File: config.mk
export PLATFORM = sky130hd
export DESIGN_NAME = hl7_line_tokenizer
export DESIGN_NICKNAME = d
export VERILOG_FILES = /design/src/rtl/core/hl7t_pkg.sv /design/src/rtl/core/hl7t_front.sv /design/src/rtl/core/hl7t_back.sv /design/src/rtl/core/hl7_line_tokenizer.sv
export SDC_FILE = /design/constraint.sdc
export NUM_CORES = 2
export LEC_CHECK = 0
export ABC_AREA = 1
export ABC_CLOCK_PERIOD_IN_PS = 7600
export CAP_MARGIN = 20
export CORE_MARGIN = 2
export CORE_UTILIZATION = 33
export CTS_BUF_LIST = sky130_fd_sc_hd__clkbuf_4 sky130_fd_sc_hd__clkbuf_8
export DETAILED_ROUTE_END_ITERATION = 10
export DONT_BUFFER_PORTS = 1
export REMOVE_ABC_BUFFERS = 1
export SYNTH_ARGS = -nofsm -noshare
export SYNTH_HDL_FRONTEND = slang
export SYNTH_HIERARCHICAL = 1
export SYNTH_SLANG_ARGS = --single-unit
File: constraint.sdc
create_clock -name clk -period 7.6 [get_ports clk]
set_input_delay 0.38 -clock clk [delete_from_list [all_inputs] [get_ports clk]]
set_output_delay 0.38 -clock clk [all_outputs]
set_load 0.01 [all_outputs]
File: src/rtl/core/hl7t_pkg.sv
// Shared types, constants and character classes for the HL7 line tokenizer.
`timescale 1ns / 1ps
package hl7t_pkg;

  localparam int CHAR_BITS   = 16;
  localparam int POS_W       = 16;
  localparam int CFG_IDX_W   = 3;
  localparam int ESC_MAX_DEF = 32;
  localparam int ID_LEN      = 5;
  localparam int ID_IW       = 3;

  localparam logic [POS_W-1:0] MAX_LINE = 16'd65535;

  localparam logic [CHAR_BITS-1:0] CH_A  = CHAR_BITS'(8'h41);
  localparam logic [CHAR_BITS-1:0] CH_Z  = CHAR_BITS'(8'h5A);
  localparam logic [CHAR_BITS-1:0] CH_0  = CHAR_BITS'(8'h30);
  localparam logic [CHAR_BITS-1:0] CH_9  = CHAR_BITS'(8'h39);
  localparam logic [CHAR_BITS-1:0] CH_CR = CHAR_BITS'(8'h0D);
  localparam logic [CHAR_BITS-1:0] CH_LF = CHAR_BITS'(8'h0A);
  localparam logic [CHAR_BITS-1:0] CH_M  = CHAR_BITS'(8'h4D);
  localparam logic [CHAR_BITS-1:0] CH_S  = CHAR_BITS'(8'h53);
  localparam logic [CHAR_BITS-1:0] CH_H  = CHAR_BITS'(8'h48);
  localparam logic [CHAR_BITS-1:0] CH_TAB = CHAR_BITS'(8'h09);
  localparam logic [CHAR_BITS-1:0] CH_SP  = CHAR_BITS'(8'h20);

  localparam logic [2:0] KIND_SEG   = 3'd0;
  localparam logic [2:0] KIND_FIELD = 3'd1;
  localparam logic [2:0] KIND_COMP  = 3'd2;
  localparam logic [2:0] KIND_REP   = 3'd3;
  localparam logic [2:0] KIND_SUB   = 3'd4;
  localparam logic [2:0] KIND_ESC   = 3'd5;
  localparam logic [2:0] KIND_VALUE = 3'd6;

  localparam logic [CFG_IDX_W-1:0] REG_FIELD_SEP = 3'd0;
  localparam logic [CFG_IDX_W-1:0] REG_COMP_SEP  = 3'd1;
  localparam logic [CFG_IDX_W-1:0] REG_REP_SEP   = 3'd2;
  localparam logic [CFG_IDX_W-1:0] REG_ESC_CHAR  = 3'd3;
  localparam logic [CFG_IDX_W-1:0] REG_SUB_SEP   = 3'd4;

  typedef enum logic [1:0] {M_WS, M_ID, M_MAIN, M_ESC} lex_mode_t;

  typedef enum logic [3:0] {
    B_IDLE, B_HEAD, B_IDDEC, B_RES, B_RPLID, B_FEED, B_UNC,
    B_RPLESC, B_EOL, B_FIN, B_CLOSE, B_FLUSH
  } back_state_t;

  typedef struct packed {
    logic [CHAR_BITS-1:0] char_code;
    logic                 eol;
    logic                 space;
    logic                 upper;
  } q_item_t;

  typedef struct packed {
    logic [POS_W-1:0] start;
    logic [POS_W-1:0] length;
    logic [2:0]       kind;
  } token_t;

  typedef struct packed {
    logic       known;
    logic [2:0] width;
  } id_dec_t;

  typedef logic [ID_LEN-1:0][CHAR_BITS-1:0] id_buf_t;

  function automatic logic is_space(input logic [CHAR_BITS-1:0] c);
    return (c == CH_SP) || (c >= CH_TAB && c <= CH_CR);
  endfunction

  function automatic logic is_upper(input logic [CHAR_BITS-1:0] c);
    return (c >= CH_A) && (c <= CH_Z);
  endfunction

  function automatic logic is_alnum(input logic [CHAR_BITS-1:0] c);
    return is_upper(c) || ((c >= CH_0) && (c <= CH_9));
  endfunction

  // Segment ID decision over the first characters of the line
  function automatic id_dec_t id_decide(input id_buf_t b, input logic [2:0] n,
                                        input logic eol, input logic [CHAR_BITS-1:0] fs);
    id_dec_t d;
    d.known = 1'b1;
    d.width = 3'd0;
    if (n >= 3'd1 && !is_upper(b[0])) begin
      d.width = 3'd0;
    end else if (n >= 3'd2 && !is_alnum(b[1])) begin
      d.width = 3'd0;
    end else if (n < 3'd3) begin
      d.known = eol;
    end else if (!is_alnum(b[2])) begin
      d.width = 3'd0;
    end else if (b[0] == CH_M && b[1] == CH_S && b[2] == CH_H) begin
      d.width = 3'd3;
    end else if (n == 3'd3) begin
      d.known = eol;
      d.width = 3'd3;
    end else if (!(b[0] == CH_Z && is_alnum(b[3]))) begin
      d.width = (b[3] == fs) ? 3'd3 : 3'd0;
    end else if (n == 3'd4) begin
      d.known = eol;
      d.width = 3'd4;
    end else if (b[4] == fs) begin
      d.width = 3'd4;
    end else begin
      d.width = (b[3] == fs) ? 3'd3 : 3'd0;
    end
    return d;
  endfunction

endpackage

File: src/rtl/core/hl7t_front.sv
// Input stage: takes characters, classifies them and queues them for the back end.
`timescale 1ns / 1ps
module hl7t_front (
  input  logic                           clk,
  input  logic                           rst,
  input  logic                           in_valid,
  output logic                           in_ready,
  input  logic [hl7t_pkg::CHAR_BITS-1:0] char_code,
  input  logic                           end_of_line,
  output hl7t_pkg::q_item_t              q_item,
  output logic                           q_valid,
  input  logic                           q_ready
);
  import hl7t_pkg::*;

  q_item_t    entry [2];
  logic       wp;
  logic       rp;
  logic [1:0] cnt;
  logic       push;
  logic       pop;
  q_item_t    incoming;

  assign in_ready = (cnt != 2'd2);
  assign q_valid  = (cnt != 2'd0);
  assign q_item   = entry[rp];
  assign push     = in_valid && in_ready;
  assign pop      = q_valid && q_ready;

  always_comb begin
    incoming.char_code = char_code;
    incoming.eol       = end_of_line;
    incoming.space     = is_space(char_code);
    incoming.upper     = is_upper(char_code);
  end

  always_ff @(posedge clk) begin
    if (push) begin
      entry[wp] <= incoming;
    end
    if (rst) begin
      wp  <= 1'b0;
      rp  <= 1'b0;
      cnt <= 2'd0;
    end else begin
      if (push) begin
        wp <= ~wp;
      end
      if (pop) begin
        rp <= ~rp;
      end
      cnt <= cnt + {1'b0, push} - {1'b0, pop};
    end
  end

endmodule

File: src/rtl/core/hl7t_back.sv
// Tokenizing sequencer: segment ID check, delimiters, escapes, replay and output stage.
`timescale 1ns / 1ps
module hl7t_back #(
  parameter int ESC_MAX = hl7t_pkg::ESC_MAX_DEF
) (
  input  logic                           clk,
  input  logic                           rst,
  input  logic                           cfg_we,
  input  logic [hl7t_pkg::CFG_IDX_W-1:0] cfg_index,
  input  logic [hl7t_pkg::CHAR_BITS-1:0] cfg_data,
  input  hl7t_pkg::q_item_t              q_item,
  input  logic                           q_valid,
  output logic                           q_ready,
  output hl7t_pkg::token_t               out_tok,
  output logic                           out_last,
  output logic                           out_valid,
  input  logic                           out_ready
);
  import hl7t_pkg::*;

  localparam int CW = $clog2(ESC_MAX + 1);
  localparam int IW = $clog2(ESC_MAX);

  logic [CHAR_BITS-1:0] fs, cs, rs, es, ss;

  back_state_t state, state_next;
  lex_mode_t   mode, mode_next;
  logic [POS_W-1:0] pos, pos_next;
  logic [POS_W-1:0] run_start, run_start_next;
  logic             run_open, run_open_next;
  logic [POS_W-1:0] pend, pend_next;
  logic [CW-1:0]    esc_cnt, esc_cnt_next;
  id_buf_t          idb, idb_next;
  logic [2:0]       idn, idn_next;
  logic [CW-1:0]    ri, ri_next;
  logic [CW-1:0]    rn, rn_next;
  logic [ID_IW-1:0] idr, idr_next;
  logic [POS_W-1:0] id_base, id_base_next;
  logic [POS_W-1:0] esc_base, esc_base_next;
  logic [2:0]       res_w, res_w_next;
  logic             in_fin, in_fin_next;
  logic [CHAR_BITS-1:0] cur_c, cur_c_next;
  logic [POS_W-1:0] cur_p, cur_p_next;
  logic             cur_eol, cur_eol_next;
  logic             cur_space, cur_space_next;
  logic             cur_upper, cur_upper_next;

  token_t hold, hold_next;
  logic   hold_valid, hold_valid_next;
  token_t out_tok_next;
  logic   out_last_next;
  logic   out_valid_next;

  logic [CHAR_BITS-1:0] esc_mem [ESC_MAX];
  logic [CHAR_BITS-1:0] rdata;
  logic                 mem_we;
  logic [IW-1:0]        mem_raddr;

  // feed unit
  logic [CHAR_BITS-1:0] fc;
  logic [POS_W-1:0]     fp;
  logic      f_emit, f_cons, f_unc, f_we;
  token_t    f_tok;
  lex_mode_t f_mode;
  logic      f_run_open;
  logic [POS_W-1:0] f_run_start, f_pend;
  logic [CW-1:0]    f_esc_cnt;
  logic       d_hit;
  logic [2:0] d_kind;

  logic    emit_req, emit_ok, slot;
  token_t  emit_tok;
  logic    flush_push;
  id_dec_t dec;

  assign slot    = !out_valid || out_ready;
  assign emit_ok = !hold_valid || slot;

  always_comb begin
    fc = cur_c;
    fp = cur_p;
    case (state)
      B_RPLID: begin
        fc = idb[idr];
        fp = id_base + POS_W'(idr);
      end
      B_RPLESC: begin
        fc = rdata;
        fp = esc_base + POS_W'(ri);
      end
      default: ;
    endcase

    f_emit      = 1'b0;
    f_cons      = 1'b0;
    f_unc       = 1'b0;
    f_we        = 1'b0;
    f_tok.start  = fp;
    f_tok.length = POS_W'(1);
    f_tok.kind   = KIND_VALUE;
    f_mode      = mode;
    f_run_open  = run_open;
    f_run_start = run_start;
    f_pend      = pend;
    f_esc_cnt   = esc_cnt;

    d_hit  = 1'b1;
    d_kind = KIND_FIELD;
    if (fc == fs) begin
      d_kind = KIND_FIELD;
    end else if (fc == cs) begin
      d_kind = KIND_COMP;
    end else if (fc == rs) begin
      d_kind = KIND_REP;
    end else if (fc == ss) begin
      d_kind = KIND_SUB;
    end else begin
      d_hit = 1'b0;
    end

    if (mode == M_ESC) begin
      if (fc == fs || fc == CH_CR || fc == CH_LF) begin
        f_unc = 1'b1;
      end else if (fc == es) begin
        f_emit       = 1'b1;
        f_tok.start  = pend;
        f_tok.length = fp - pend + POS_W'(1);
        f_tok.kind   = KIND_ESC;
        f_mode       = M_MAIN;
        f_esc_cnt    = '0;
        f_cons       = 1'b1;
      end else if (esc_cnt >= CW'(ESC_MAX)) begin
        f_unc = 1'b1;
      end else begin
        f_we      = 1'b1;
        f_esc_cnt = esc_cnt + 1'b1;
        f_cons    = 1'b1;
      end
    end else if (run_open && (d_hit || fc == es || fc == CH_CR || fc == CH_LF)) begin
      // close the open run first; a delimiter is not consumed here and emits its own token when it is fed again
      f_emit       = 1'b1;
      f_tok.start  = run_start;
      f_tok.length = fp - run_start;
      f_tok.kind   = KIND_VALUE;
      f_run_open   = 1'b0;
      f_cons       = !d_hit;
      if (!d_hit && fc == es) begin
        f_mode    = M_ESC;
        f_pend    = fp;
        f_esc_cnt = '0;
      end
    end else if (d_hit) begin
      f_emit      = 1'b1;
      f_tok.start = fp;
      f_tok.kind  = d_kind;
      f_cons      = 1'b1;
    end else if (fc == es) begin
      f_mode    = M_ESC;
      f_pend    = fp;
      f_esc_cnt = '0;
      f_cons    = 1'b1;
    end else if (fc == CH_CR || fc == CH_LF) begin
      f_cons = 1'b1;
    end else begin
      if (!run_open) begin
        f_run_open  = 1'b1;
        f_run_start = fp;
      end
      f_cons = 1'b1;
    end
  end

  always_comb begin
    state_next     = state;
    mode_next      = mode;
    pos_next       = pos;
    run_start_next = run_start;
    run_open_next  = run_open;
    pend_next      = pend;
    esc_cnt_next   = esc_cnt;
    idb_next       = idb;
    idn_next       = idn;
    ri_next        = ri;
    rn_next        = rn;
    idr_next       = idr;
    id_base_next   = id_base;
    esc_base_next  = esc_base;
    res_w_next     = res_w;
    in_fin_next    = in_fin;
    cur_c_next     = cur_c;
    cur_p_next     = cur_p;
    cur_eol_next   = cur_eol;
    cur_space_next = cur_space;
    cur_upper_next = cur_upper;
    q_ready        = 1'b0;
    emit_req       = 1'b0;
    emit_tok       = f_tok;
    flush_push     = 1'b0;
    mem_we         = 1'b0;
    dec            = id_decide(idb, idn, 1'b0, fs);

    case (state)
      B_IDLE: begin
        q_ready = 1'b1;
        if (q_valid) begin
          cur_c_next     = q_item.char_code;
          cur_eol_next   = q_item.eol;
          cur_space_next = q_item.space;
          cur_upper_next = q_item.upper;
          in_fin_next    = 1'b0;
          state_next     = B_HEAD;
        end
      end
      B_HEAD: begin
        state_next = B_EOL;
        if (pos < MAX_LINE) begin
          pos_next   = pos + POS_W'(1);
          cur_p_next = pos;
          case (mode)
            M_WS: begin
              if (!cur_space) begin
                mode_next   = M_ID;
                pend_next   = pos;
                idb_next[0] = cur_c;
                idn_next    = 3'd1;
                if (!cur_upper) begin
                  res_w_next = 3'd0;
                  state_next = B_RES;
                end
              end
            end
            M_ID: begin
              idb_next[idn] = cur_c;
              idn_next      = idn + 3'd1;
              state_next    = B_IDDEC;
            end
            default: state_next = B_FEED;
          endcase
        end
      end
      B_IDDEC: begin
        if (dec.known) begin
          res_w_next = dec.width;
          state_next = B_RES;
        end else begin
          state_next = B_EOL;
        end
      end
      B_RES: begin
        emit_req        = (res_w != 3'd0);
        emit_tok.start  = pend;
        emit_tok.length = POS_W'(res_w);
        emit_tok.kind   = KIND_SEG;
        if (!(emit_req && !emit_ok)) begin
          mode_next    = M_MAIN;
          idr_next     = res_w;
          id_base_next = pend;
          esc_cnt_next = '0;
          state_next   = B_RPLID;
        end
      end
      B_RPLID: begin
        if (idn > idr) begin
          emit_req = f_emit;
          if (!(f_emit && !emit_ok)) begin
            mode_next      = f_mode;
            run_open_next  = f_run_open;
            run_start_next = f_run_start;
            pend_next      = f_pend;
            esc_cnt_next   = f_esc_cnt;
            mem_we         = f_we;
            if (f_unc) begin
              // escape opened inside the ID characters runs into a field separator, CR or LF, or fills the escape store
              state_next = B_UNC;
            end else if (f_cons) begin
              idr_next = idr + ID_IW'(1);
            end
          end
        end else begin
          idn_next   = 3'd0;
          state_next = in_fin ? B_FIN : B_EOL;
        end
      end
      B_FEED: begin
        emit_req = f_emit;
        if (!(f_emit && !emit_ok)) begin
          mode_next      = f_mode;
          run_open_next  = f_run_open;
          run_start_next = f_run_start;
          pend_next      = f_pend;
          esc_cnt_next   = f_esc_cnt;
          mem_we         = f_we;
          if (f_unc) begin
            state_next = B_UNC;
          end else if (f_cons) begin
            state_next = B_EOL;
          end
        end
      end
      B_UNC: begin
        // unclosed escape: the escape character stands as a value, then replay
        emit_req        = 1'b1;
        emit_tok.start  = pend;
        emit_tok.length = POS_W'(1);
        emit_tok.kind   = KIND_VALUE;
        if (emit_ok) begin
          mode_next     = M_MAIN;
          rn_next       = esc_cnt;
          esc_cnt_next  = '0;
          ri_next       = '0;
          esc_base_next = pend + POS_W'(1);
          state_next    = B_RPLESC;
        end
      end
      B_RPLESC: begin
        if (ri < rn) begin
          emit_req = f_emit;
          if (!(f_emit && !emit_ok)) begin
            mode_next      = f_mode;
            run_open_next  = f_run_open;
            run_start_next = f_run_start;
            pend_next      = f_pend;
            esc_cnt_next   = f_esc_cnt;
            mem_we         = f_we;
            if (f_cons) begin
              ri_next = ri + 1'b1;
            end
          end
        end else if (idn != 3'd0) begin
          // resume the segment ID replay at the character that stopped the escape
          state_next = B_RPLID;
        end else begin
          state_next = in_fin ? B_FIN : B_FEED;
        end
      end
      B_EOL: begin
        state_next = cur_eol ? B_FIN : B_FLUSH;
      end
      B_FIN: begin
        in_fin_next = 1'b1;
        case (mode)
          M_ID: begin
            dec        = id_decide(idb, idn, 1'b1, fs);
            res_w_next = dec.width;
            state_next = B_RES;
          end
          M_ESC:   state_next = B_UNC;
          default: state_next = B_CLOSE;
        endcase
      end
      B_CLOSE: begin
        emit_req        = run_open;
        emit_tok.start  = run_start;
        emit_tok.length = pos - run_start;
        emit_tok.kind   = KIND_VALUE;
        if (!(emit_req && !emit_ok)) begin
          mode_next      = M_WS;
          pos_next       = '0;
          run_open_next  = 1'b0;
          run_start_next = '0;
          pend_next      = '0;
          esc_cnt_next   = '0;
          idn_next       = 3'd0;
          state_next     = B_FLUSH;
        end
      end
      B_FLUSH: begin
        if (!hold_valid) begin
          state_next = B_IDLE;
        end else if (slot) begin
          flush_push = 1'b1;
          state_next = B_IDLE;
        end
      end
      default: state_next = B_IDLE;
    endcase
  end

  // Hold the newest token back one step so the last of an item can be marked
  always_comb begin
    hold_next       = hold;
    hold_valid_next = hold_valid;
    out_tok_next    = out_tok;
    out_last_next   = out_last;
    out_valid_next  = out_valid && !out_ready;
    if (emit_req && emit_ok) begin
      if (hold_valid) begin
        out_tok_next   = hold;
        out_last_next  = 1'b0;
        out_valid_next = 1'b1;
      end
      hold_next       = emit_tok;
      hold_valid_next = 1'b1;
    end else if (flush_push) begin
      out_tok_next    = hold;
      out_last_next   = 1'b1;
      out_valid_next  = 1'b1;
      hold_valid_next = 1'b0;
    end
  end

  assign mem_raddr = ri_next[IW-1:0];

  always_ff @(posedge clk) begin
    if (mem_we) begin
      esc_mem[esc_cnt[IW-1:0]] <= fc;
    end
    rdata <= esc_mem[mem_raddr];
  end

  always_ff @(posedge clk) begin
    run_start <= run_start_next;
    pend      <= pend_next;
    idb       <= idb_next;
    ri        <= ri_next;
    rn        <= rn_next;
    idr       <= idr_next;
    id_base   <= id_base_next;
    esc_base  <= esc_base_next;
    res_w     <= res_w_next;
    in_fin    <= in_fin_next;
    cur_c     <= cur_c_next;
    cur_p     <= cur_p_next;
    cur_eol   <= cur_eol_next;
    cur_space <= cur_space_next;
    cur_upper <= cur_upper_next;
    hold      <= hold_next;
    out_tok   <= out_tok_next;
    out_last  <= out_last_next;
    if (rst) begin
      state      <= B_IDLE;
      mode       <= M_WS;
      pos        <= '0;
      run_open   <= 1'b0;
      esc_cnt    <= '0;
      idn        <= 3'd0;
      hold_valid <= 1'b0;
      out_valid  <= 1'b0;
      fs <= CHAR_BITS'(124);
      cs <= CHAR_BITS'(94);
      rs <= CHAR_BITS'(126);
      es <= CHAR_BITS'(92);
      ss <= CHAR_BITS'(38);
    end else begin
      state      <= state_next;
      mode       <= mode_next;
      pos        <= pos_next;
      run_open   <= run_open_next;
      esc_cnt    <= esc_cnt_next;
      idn        <= idn_next;
      hold_valid <= hold_valid_next;
      out_valid  <= out_valid_next;
      if (cfg_we) begin
        case (cfg_index)
          REG_FIELD_SEP: fs <= cfg_data;
          REG_COMP_SEP:  cs <= cfg_data;
          REG_REP_SEP:   rs <= cfg_data;
          REG_ESC_CHAR:  es <= cfg_data;
          REG_SUB_SEP:   ss <= cfg_data;
          default: ;
        endcase
      end
    end
  end

endmodule

File: src/rtl/core/hl7_line_tokenizer.sv
// Top level of the HL7 v2 line tokenizer.
// Usage:
//   Characters of one line arrive on in_valid/in_ready with char_code and
//   end_of_line (set on the last character). Tokens leave on out_valid/
//   out_ready as token_start, token_length, token_kind and last_of_run, which
//   flags the final token caused by a request.
//   Delimiters are written through cfg_we/cfg_index/cfg_data while no line
//   is in progress; index 0 field, 1 component, 2 repetition, 3 escape,
//   4 subcomponent.
//   A two-entry input queue takes characters while the sequencer works. The
//   sequencer works on one character at a time and takes extra steps when a
//   delimiter also closes a value run, at the end of a line, and for each
//   character replayed after a segment ID check or an unclosed escape. Its
//   single state machine and the one read port of the escape store set its
//   pace. A token leaves once the next token of its request is produced, or
//   at the end of the request when it is the last.
//   Reset restores the default delimiters and starts a new line. When the
//   receiver stalls, one token waits in the output register and one more is
//   held behind it; then the sequencer and later the input queue stop.
`timescale 1ns / 1ps
module hl7_line_tokenizer #(
  parameter int ESC_MAX = hl7t_pkg::ESC_MAX_DEF
) (
  input  logic                           clk,
  input  logic                           rst,
  input  logic                           cfg_we,
  input  logic [hl7t_pkg::CFG_IDX_W-1:0] cfg_index,
  input  logic [hl7t_pkg::CHAR_BITS-1:0] cfg_data,
  input  logic                           in_valid,
  output logic                           in_ready,
  input  logic [hl7t_pkg::CHAR_BITS-1:0] char_code,
  input  logic                           end_of_line,
  output logic                           out_valid,
  input  logic                           out_ready,
  output logic [hl7t_pkg::POS_W-1:0]     token_start,
  output logic [hl7t_pkg::POS_W-1:0]     token_length,
  output logic [2:0]                     token_kind,
  output logic                           last_of_run
);
  import hl7t_pkg::*;

  q_item_t q_item;
  logic    q_valid;
  logic    q_ready;
  token_t  out_tok;

  hl7t_front u_front (
    .clk        (clk),
    .rst        (rst),
    .in_valid   (in_valid),
    .in_ready   (in_ready),
    .char_code  (char_code),
    .end_of_line(end_of_line),
    .q_item     (q_item),
    .q_valid    (q_valid),
    .q_ready    (q_ready)
  );

  hl7t_back #(
    .ESC_MAX(ESC_MAX)
  ) u_back (
    .clk      (clk),
    .rst      (rst),
    .cfg_we   (cfg_we),
    .cfg_index(cfg_index),
    .cfg_data (cfg_data),
    .q_item   (q_item),
    .q_valid  (q_valid),
    .q_ready  (q_ready),
    .out_tok  (out_tok),
    .out_last (last_of_run),
    .out_valid(out_valid),
    .out_ready(out_ready)
  );

  assign token_start  = out_tok.start;
  assign token_length = out_tok.length;
  assign token_kind   = out_tok.kind;

  a_len_nonzero: assert property (@(posedge clk) disable iff (rst)
    out_valid |-> (token_length != '0))
    else $error("token with zero length");

  a_queue_fill: assert property (@(posedge clk) disable iff (rst)
    (in_valid && in_ready) |=> q_valid)
    else $error("accepted request missing from queue");

  a_full_queue: assert property (@(posedge clk) disable iff (rst)
    !in_ready |-> q_valid)
    else $error("input blocked with empty queue");

endmodule
After elaboration in Yosys (flattened, before gate mapping)
Memories as Yosys holds them, arrays and structs flattened. A register that Yosys moved wholly into a read port is not among the register bits.
Index checks and enable logic that the tools add are counted.
- bits in registers: 368
- RAM bits: 550
- input port bits: 41
- memories kept: 2
- add/sub/neg operators: 14
- bitwise gates (word level): 3
- mux-type cells: 208
- order comparisons: 28
- equality and inequality tests: 62
- reductions and logical operators: 84
- memories (name ; words ; width ; read ports ; clocked after Yosys merged registers in ; write ports ; RTL line ; text):
    u_back.esc_mem ; 32 ; 16 ; 1 ; 1 ; 1 ; hl7t_back.sv:54 ; logic [CHAR_BITS-1:0] esc_mem [ESC_MAX];
    u_front.entry ; 2 ; 19 ; 1 ; 1 ; 1 ; hl7t_front.sv:16 ; q_item_t entry [2];
- operator list (operator ; count):
    $mux 16 ; 27
    $mux 35 ; 6
    $pmux 16 s2 ; 4
    $eq 16x16->1 ; 7
    $mux 6 ; 18
    $mux 3 ; 35
    $pmux 35 s3 ; 1
    $bwmux 80 ; 1
    $ge 16x7->1 const B ; 5
    $le 16x7->1 const B ; 5
    $mux 4 ; 20
    $pmux 16 s5 ; 1
    $eq 16x7->1 const B ; 4
    $pmux 16 s4 ; 1
    $mux 1 ; 60
    $add 16x1->16 const B ; 3
    $bmux 16 s3 ; 1
    $demux 16 s3 ; 1
    $ge 16x6->1 const B ; 3
    $le 16x6->1 const B ; 3
    $pmux 4 s12 ; 1
    $sub 16x16->16 ; 3
    $mux 2 ; 18
    $pmux 6 s6 ; 1
    other kinds (62) ; 170

Longest topological paths before layout
- word-level depth: 20
- depth in mapped cells: 36
- mapped depth without buffers: 36

Hierarchy
Netlist, hierarchy kept.
- by module, submodules not included (module ; area each (um^2) ; sequential area each (um^2) ; cells each ; times used):
    hl7t_back ; 44879.3 ; 25974.9 ; 4734 ; 1
    hl7t_front ; 1791.7 ; 1241.2 ; 124 ; 1

Least setup slack after synthesis
No wires, ideal clock.
- kind: reg-to-reg
- from: register u_back.idr[0]
- to: register u_back.out_last, enable pin
- data arrival time: 5439 ps
- setup time: 481 ps
- slack: 1680 ps
- clock period less this slack: 5920 ps
- cell stages (with the launch flop): 20
- path buffers: 2
- path through: edfxtp_1 > buf_2 > nor2_2 > buf_4 > nand2_1 > a21oi_1 > nand2_1 > nand2_1 > nand2_2 > inv_1 > nand3_1 > nand2_1 > nand3_1 > nor2_1 > nor2_1 > o211ai_1 > nand3_1 > o2111ai_1 > nand2_1 > o21ai_0
- cells in the longest elaborated chain, start to end: 19
- elaborated cells on any way between the ends: 33
- classes of those cells: 1 x order compare; 8 x eq/ne; 15 x mux; 9 x reduce/logical
- RTL lines (item ; RTL line ; text):
    start, declared ; hl7t_back.sv:37 ; logic [ID_IW-1:0] idr, idr_next;
    start signal, assigned ; hl7t_back.sv:417 ; idr <= idr_next;
    $bmux 16 s3 * ; hl7t_back.sv:84 ; fc = idb[idr];
    $mux 16 (not written as such) * ; hl7t_back.sv:84 ;
    $pmux 16 s2 * ; hl7t_back.sv:82 ; case (state)
    via u_back.fc[1] ; hl7t_back.sv:60 ; logic [CHAR_BITS-1:0] fc;
    $eq 16x16->1 ; hl7t_back.sv:115 ; end else if (fc == ss) begin
    $mux 1 ; hl7t_back.sv:115 ;
    $mux 1 ; hl7t_back.sv:113 ; end else if (fc == rs) begin
    $mux 1 ; hl7t_back.sv:111 ; end else if (fc == cs) begin
    [... 4 more ...] ; - ;
    $logic_and 1x1->1 ; hl7t_back.sv:139 ; end else if (run_open && (d_hit || fc == es || fc == CH_CR || fc == CH_LF)) begin
    $mux 1 ; hl7t_back.sv:139 ;
    $mux 1 * ; hl7t_back.sv:121 ; if (mode == M_ESC) begin
    $mux 1, on equally long branches ; hl7t_back.sv:316, hl7t_back.sv:263 ;
    $pmux 1 s6 * ; hl7t_back.sv:202 ; case (state)
    $logic_and 1x1->1 * ; hl7t_back.sv:386 ; if (emit_req && emit_ok) begin
    $ne 2x1->1 (no source line) / $reduce_bool 2->1 (equally long branches) ; - ;
    $reduce_and 2->1 (no source line) * ; - ;
    end signal, assigned ; hl7t_back.sv:429 ; out_last <= out_last_next;
    end, declared ; hl7t_back.sv:15 ; output logic out_last,
Mark *: on every way through the listed nets, which the timed path passes. The rest lies on a longest branch. The select of a mux whose other input is x is not followed.
A chain may end at the register's enable or synchronous reset.

Final worst setup path
- from: register u_back.idr[1]
- to: register u_back.rdata[9], read port of u_back.esc_mem
- cells in the longest elaborated chain, start to end: 18
- elaborated cells on any way between the ends: 35
- classes of those cells: 7 x eq/ne; 20 x mux; 8 x reduce/logical
- RTL lines (item ; RTL line ; text):
    $bmux 16 s3 * ; hl7t_back.sv:84 ;
    $mux 16 (not written as such) * ; hl7t_back.sv:84 ;
    $pmux 16 s2 * ; hl7t_back.sv:82 ;
    via u_back.fc[12] ; hl7t_back.sv:60 ;
    $eq 16x16->1 ; hl7t_back.sv:115 ;
    $mux 1 ; hl7t_back.sv:115 ;
    $mux 1 ; hl7t_back.sv:113 ;
    $mux 1 ; hl7t_back.sv:111 ;
    $mux 1 ; hl7t_back.sv:109 ; if (fc == fs) begin
    $logic_or 1x1->1 (3 in a row) ; hl7t_back.sv:139 ;
    $logic_and 1x1->1 ; hl7t_back.sv:139 ;
    $mux 1 ; hl7t_back.sv:139 ;
    $mux 1 ; hl7t_back.sv:121 ;
    $mux 6 / $logic_and 1x1->1 (equally long branches) ; hl7t_back.sv:325, hl7t_back.sv:318 ;
    $mux 6 * ; hl7t_back.sv:318 ; if (!(f_emit && !emit_ok)) begin
    $mux 6 * ; hl7t_back.sv:316 ; if (ri < rn) begin
    $pmux 6 s2 * ; hl7t_back.sv:202 ;
    end, declared ; hl7t_back.sv:55 ; logic [CHAR_BITS-1:0] rdata;
Marked as above.

==> impl_metrics.csv <==
group,metric,value,unit
outcome,outcome,"completed",
pwr,seqPwrFrac,39.2,%
critical_path,critical_path_arrival,7500,ps
synth,seq_area_frac_synth,58.3,%
cts,cts_buffers,165,
route,drt_iter0_markers,3506,
synth,synth_fa_ha_area_share,2.63,%
route,drtAntennaViolNets,0,
job,maxCapViolCount,0,
synth,syn-mean-instance-area,9.61,um^2
route,met3_wirelength,10.1,mm
cts,insertion_delay,890,ps
route,drc,0,
floorplanning,fp-row-count,137,
pwr,p_leak,0.0212,uW
floorplanning,core_area,140000,um^2
pwr,p_sw,6710,uW
critical_path,path_buf_inv,4,
timing,setup_viol,0,
critical_path,r2r-end,"u_back/rdata[9]",
synth,ys_types,63,
pwr,peakVddDrop,0.228,mV
cells_and_area,utilization,37.9,%
critical_path,required,8360,ps
critical_path,slowest_delay,820,ps
route,wl_met2,61.2,mm
timing,min_period,6750,ps
pwr,finalPower,17900,uW
pwr,power_frac_comb,33.1,%
timing,period_share,88.8,%
timing,rsz0062_at_grt,"false",
route,dr.pass1.iters,6,
synth,synth_top_family_by_area,"simple AND/OR/NAND/NOR gates",
cts,cts.sinks,953,
route,wl_met1,58.7,mm
timing,fin_ws,851,ps
floorplanning,die_y,380,um
cts,cts_tree,"done",
synth,syn_inst,4858,
cells_and_area,fill_cells,13900,
critical_path,ff2ff_path_depth,28,
timing,fin_tns_setup,0,ps
synth,ys.warnings.count,6,
grt,grt_antenna_before_repair,6,
cts,cts_buffer_depth,3,
grt,gr-usage-all-layers,18.2,%
floorplanning,die_x,380,um
synth,synth_mux_area_share,0.563,%
floorplanning,fp.dieArea,144000,um^2
timing,slew_viol_final,0,
critical_path,end_kind,"flop",
critical_path,worstSetupStartpointType,"flop",
grt,grt_max_degree,148,
synth,synth_compound_area_share,6.23,%
route,vias,35400,
synth,yosys.area_share.simple,22.8,%
timing,fmax,148,MHz
synth,synth_edf_count,813,
cells_and_area,nNetsFinal,5110,
critical_path,worst-path-stages,28,
cts,h-tree-depth,4,
synth,synthFlopType,"edfxtp_1",
placed_design,gp_congestion,0.916,
critical_path,reg2reg_slack,850,ps
timing,relSlewSlack,25.1,%
cts,clkTransAtPathRegs,60,ps
pwr,power.internal,11200,uW
critical_path,crit_family,"simple AND/OR/NAND/NOR gates",
synth,syn_area,46700,um^2
route,drt-wirelength-per-cell,19.1,um
timing,hold_viol,0,
timing,tightest_slew,1120,ps
pwr,clock_power_share,27.7,%
timing,hold_ws,181,ps
cts,cts-resized-gates,0,
cells_and_area,drive_above_1_share,9.54,%
synth,synth-async-reset-ratio,0,%
route,vias_per_cell,5.07,
placed_design,pre_cts_ws,961,ps
floorplanning,initial_core_util,33.4,%
placed_design,dp_hpwl,86.1,mm
timing,fin_skew,54.4,ps
critical_path,crit_path_start,"u_back/idr[1]",
critical_path,cp_slowest_cell,"edfxtp_1",
synth,ys_seq_elements,953,
route,drt-total-wl,134,mm
grt,grt_pass1_wl,205,mm
critical_path,reg2reg_from,"u_back/idr[1]",
route,topRoutingLayerUsed,"met5",
synth,yosys.area_share.xor_xnor,1.48,%
cells_and_area,area_growth,13.6,%
grt,gr-total-overflow,0,
cts,post_cts_buffers,0,
worst_hold_path,hold_path.class,"input pin to flop",
floorplanning,ioPinCount,79,
critical_path,critPathMaxFanout,80,
pwr,p_per_area,337,nW/um^2
critical_path,critical_path.endpoint,"u_back/rdata[9]",
cts,cts_hold_buf,42,
pwr,power.share.switching,37.5,%
cts,cts-root-buf,"clkbuf_8",
critical_path,critical_path_class,"flop to flop",
critical_path,path_common_cell,"nand2_1",
placed_design,port_buffers,0,
grt,first_global_vias,33900,
synthesized netlist by cell type, drive strengths merged (4+ instances only):
cell type,count,area [um^2]
a211oi,13,97.6
a31oi,17,106
nor4,18,113
o22ai,22,138
and2,7,43.8
fa,5,100
ha,90,1130
o221ai,32,280
clkinv,10,37.5
o2111ai,5,43.8
o31ai,6,45.0
nor2,348,1340
nor3,51,255
xor2,46,403
o21ai,169,861
inv,699,2620
edfxtp,813,24400
o311ai,5,43.8
dfxtp,140,2800
nand2,955,3630
or2,18,113
a21oi,157,801
nand3b,198,1490
a2111oi,4,35.0
a22oi,14,105
xnor2,33,289
clkbuf,53,199
o211ai,19,143
nand3,688,3470
nand4,18,113
buf,151,878
mux2,20,263
o21bai,10,78.8
cells in the final DEF, fill, tap and decap left out, drive strengths merged, types with 33 or more instances in the layout:
master and instances:
nor3 51, nand3b 198, nand2 955, clkinv 58, buf 110, edfxtp 813, dlygate4sd3 43, nor2 348
xor2 46, dfxtp 140, o21ai 169, inv 708, clkbuf 243, nand3 688, xnor2 33, ha 90
a21oi 157
flip-flops by register name, summed over array words and instances (netlist names), 35 cells and up, named ones only:
register and cells:
u_back/esc_mem 512, u_back/idb 80, u_front/entry 38, u_back/hold 35
u_back/out_tok 35
layout make-up:
type / instances / area, um^2 / area share (%)
Sequential cell: 953 / 27200 / 51.3
Multi-Input combinational cell: 2992 / 15800 / 29.8
Clock buffer: 243 / 2980 / 5.62
Inverter: 709 / 2660 / 5.02
Tap cell: 1876 / 2350 / 4.43
Timing Repair Buffer: 153 / 1460 / 2.75
Clock inverter: 63 / 531 / 1.00
Antenna cell: 3 / 7.51 / 0.0142
worst min-delay path by stage:
stage	from	to	slack, ps	depth (start not counted)
after CTS	in_valid	u_front/entry[1][1]	20	2
final	end_of_line	u_front/entry[0][2]	180	1
after global routing	end_of_line	u_front/entry[0][2]	140	1
after global placement	u_back/hold[16]	u_back/out_tok[16]	400	0
after detailed placement	u_back/hold[14]	u_back/out_tok[14]	400	0
after floorplan	u_back/hold[0]	u_back/out_tok[0]	400	0
per-layer routing:
metal	track usage, %	vias up
li1	-	16800
met1	25.1	17000
met2	28.8	1384
met3	3.21	235
met4	6.00	8
met5	0	-
per-stage QoR:
step | instances | cell area, um^2
6_report | 6992 | 53000
5_1_grt | 6991 | 53000
4_1_cts | 6985 | 52900
3_5_place_dp | 6637 | 49000
3_3_place_gp | 6634 | 49000
2_1_floorplan | 4654 | 45600
power by group through the flow:
| stage | combinational, uW | sequential (uW) | clock, uW |
|---|---|---|---|
| after global routing | 6580 | 7050 | 5290 |
| after CTS | 5830 | 7030 | 5070 |
| after floorplan | 3950 | 6950 | 0 |
| final | 5920 | 7010 | 4950 |
| after detailed placement | 5780 | 7130 | 0 |
| after global placement | 5720 | 7120 | 0 |
logic make-up after synthesis:
logic type	after synthesis
xor+xnor	79
simple gates	2310
flops	953
fa+ha+maj	95
compound gates	488
mux	20
buf+inv	913
Note: power is estimated with default switching activity, not from simulation.
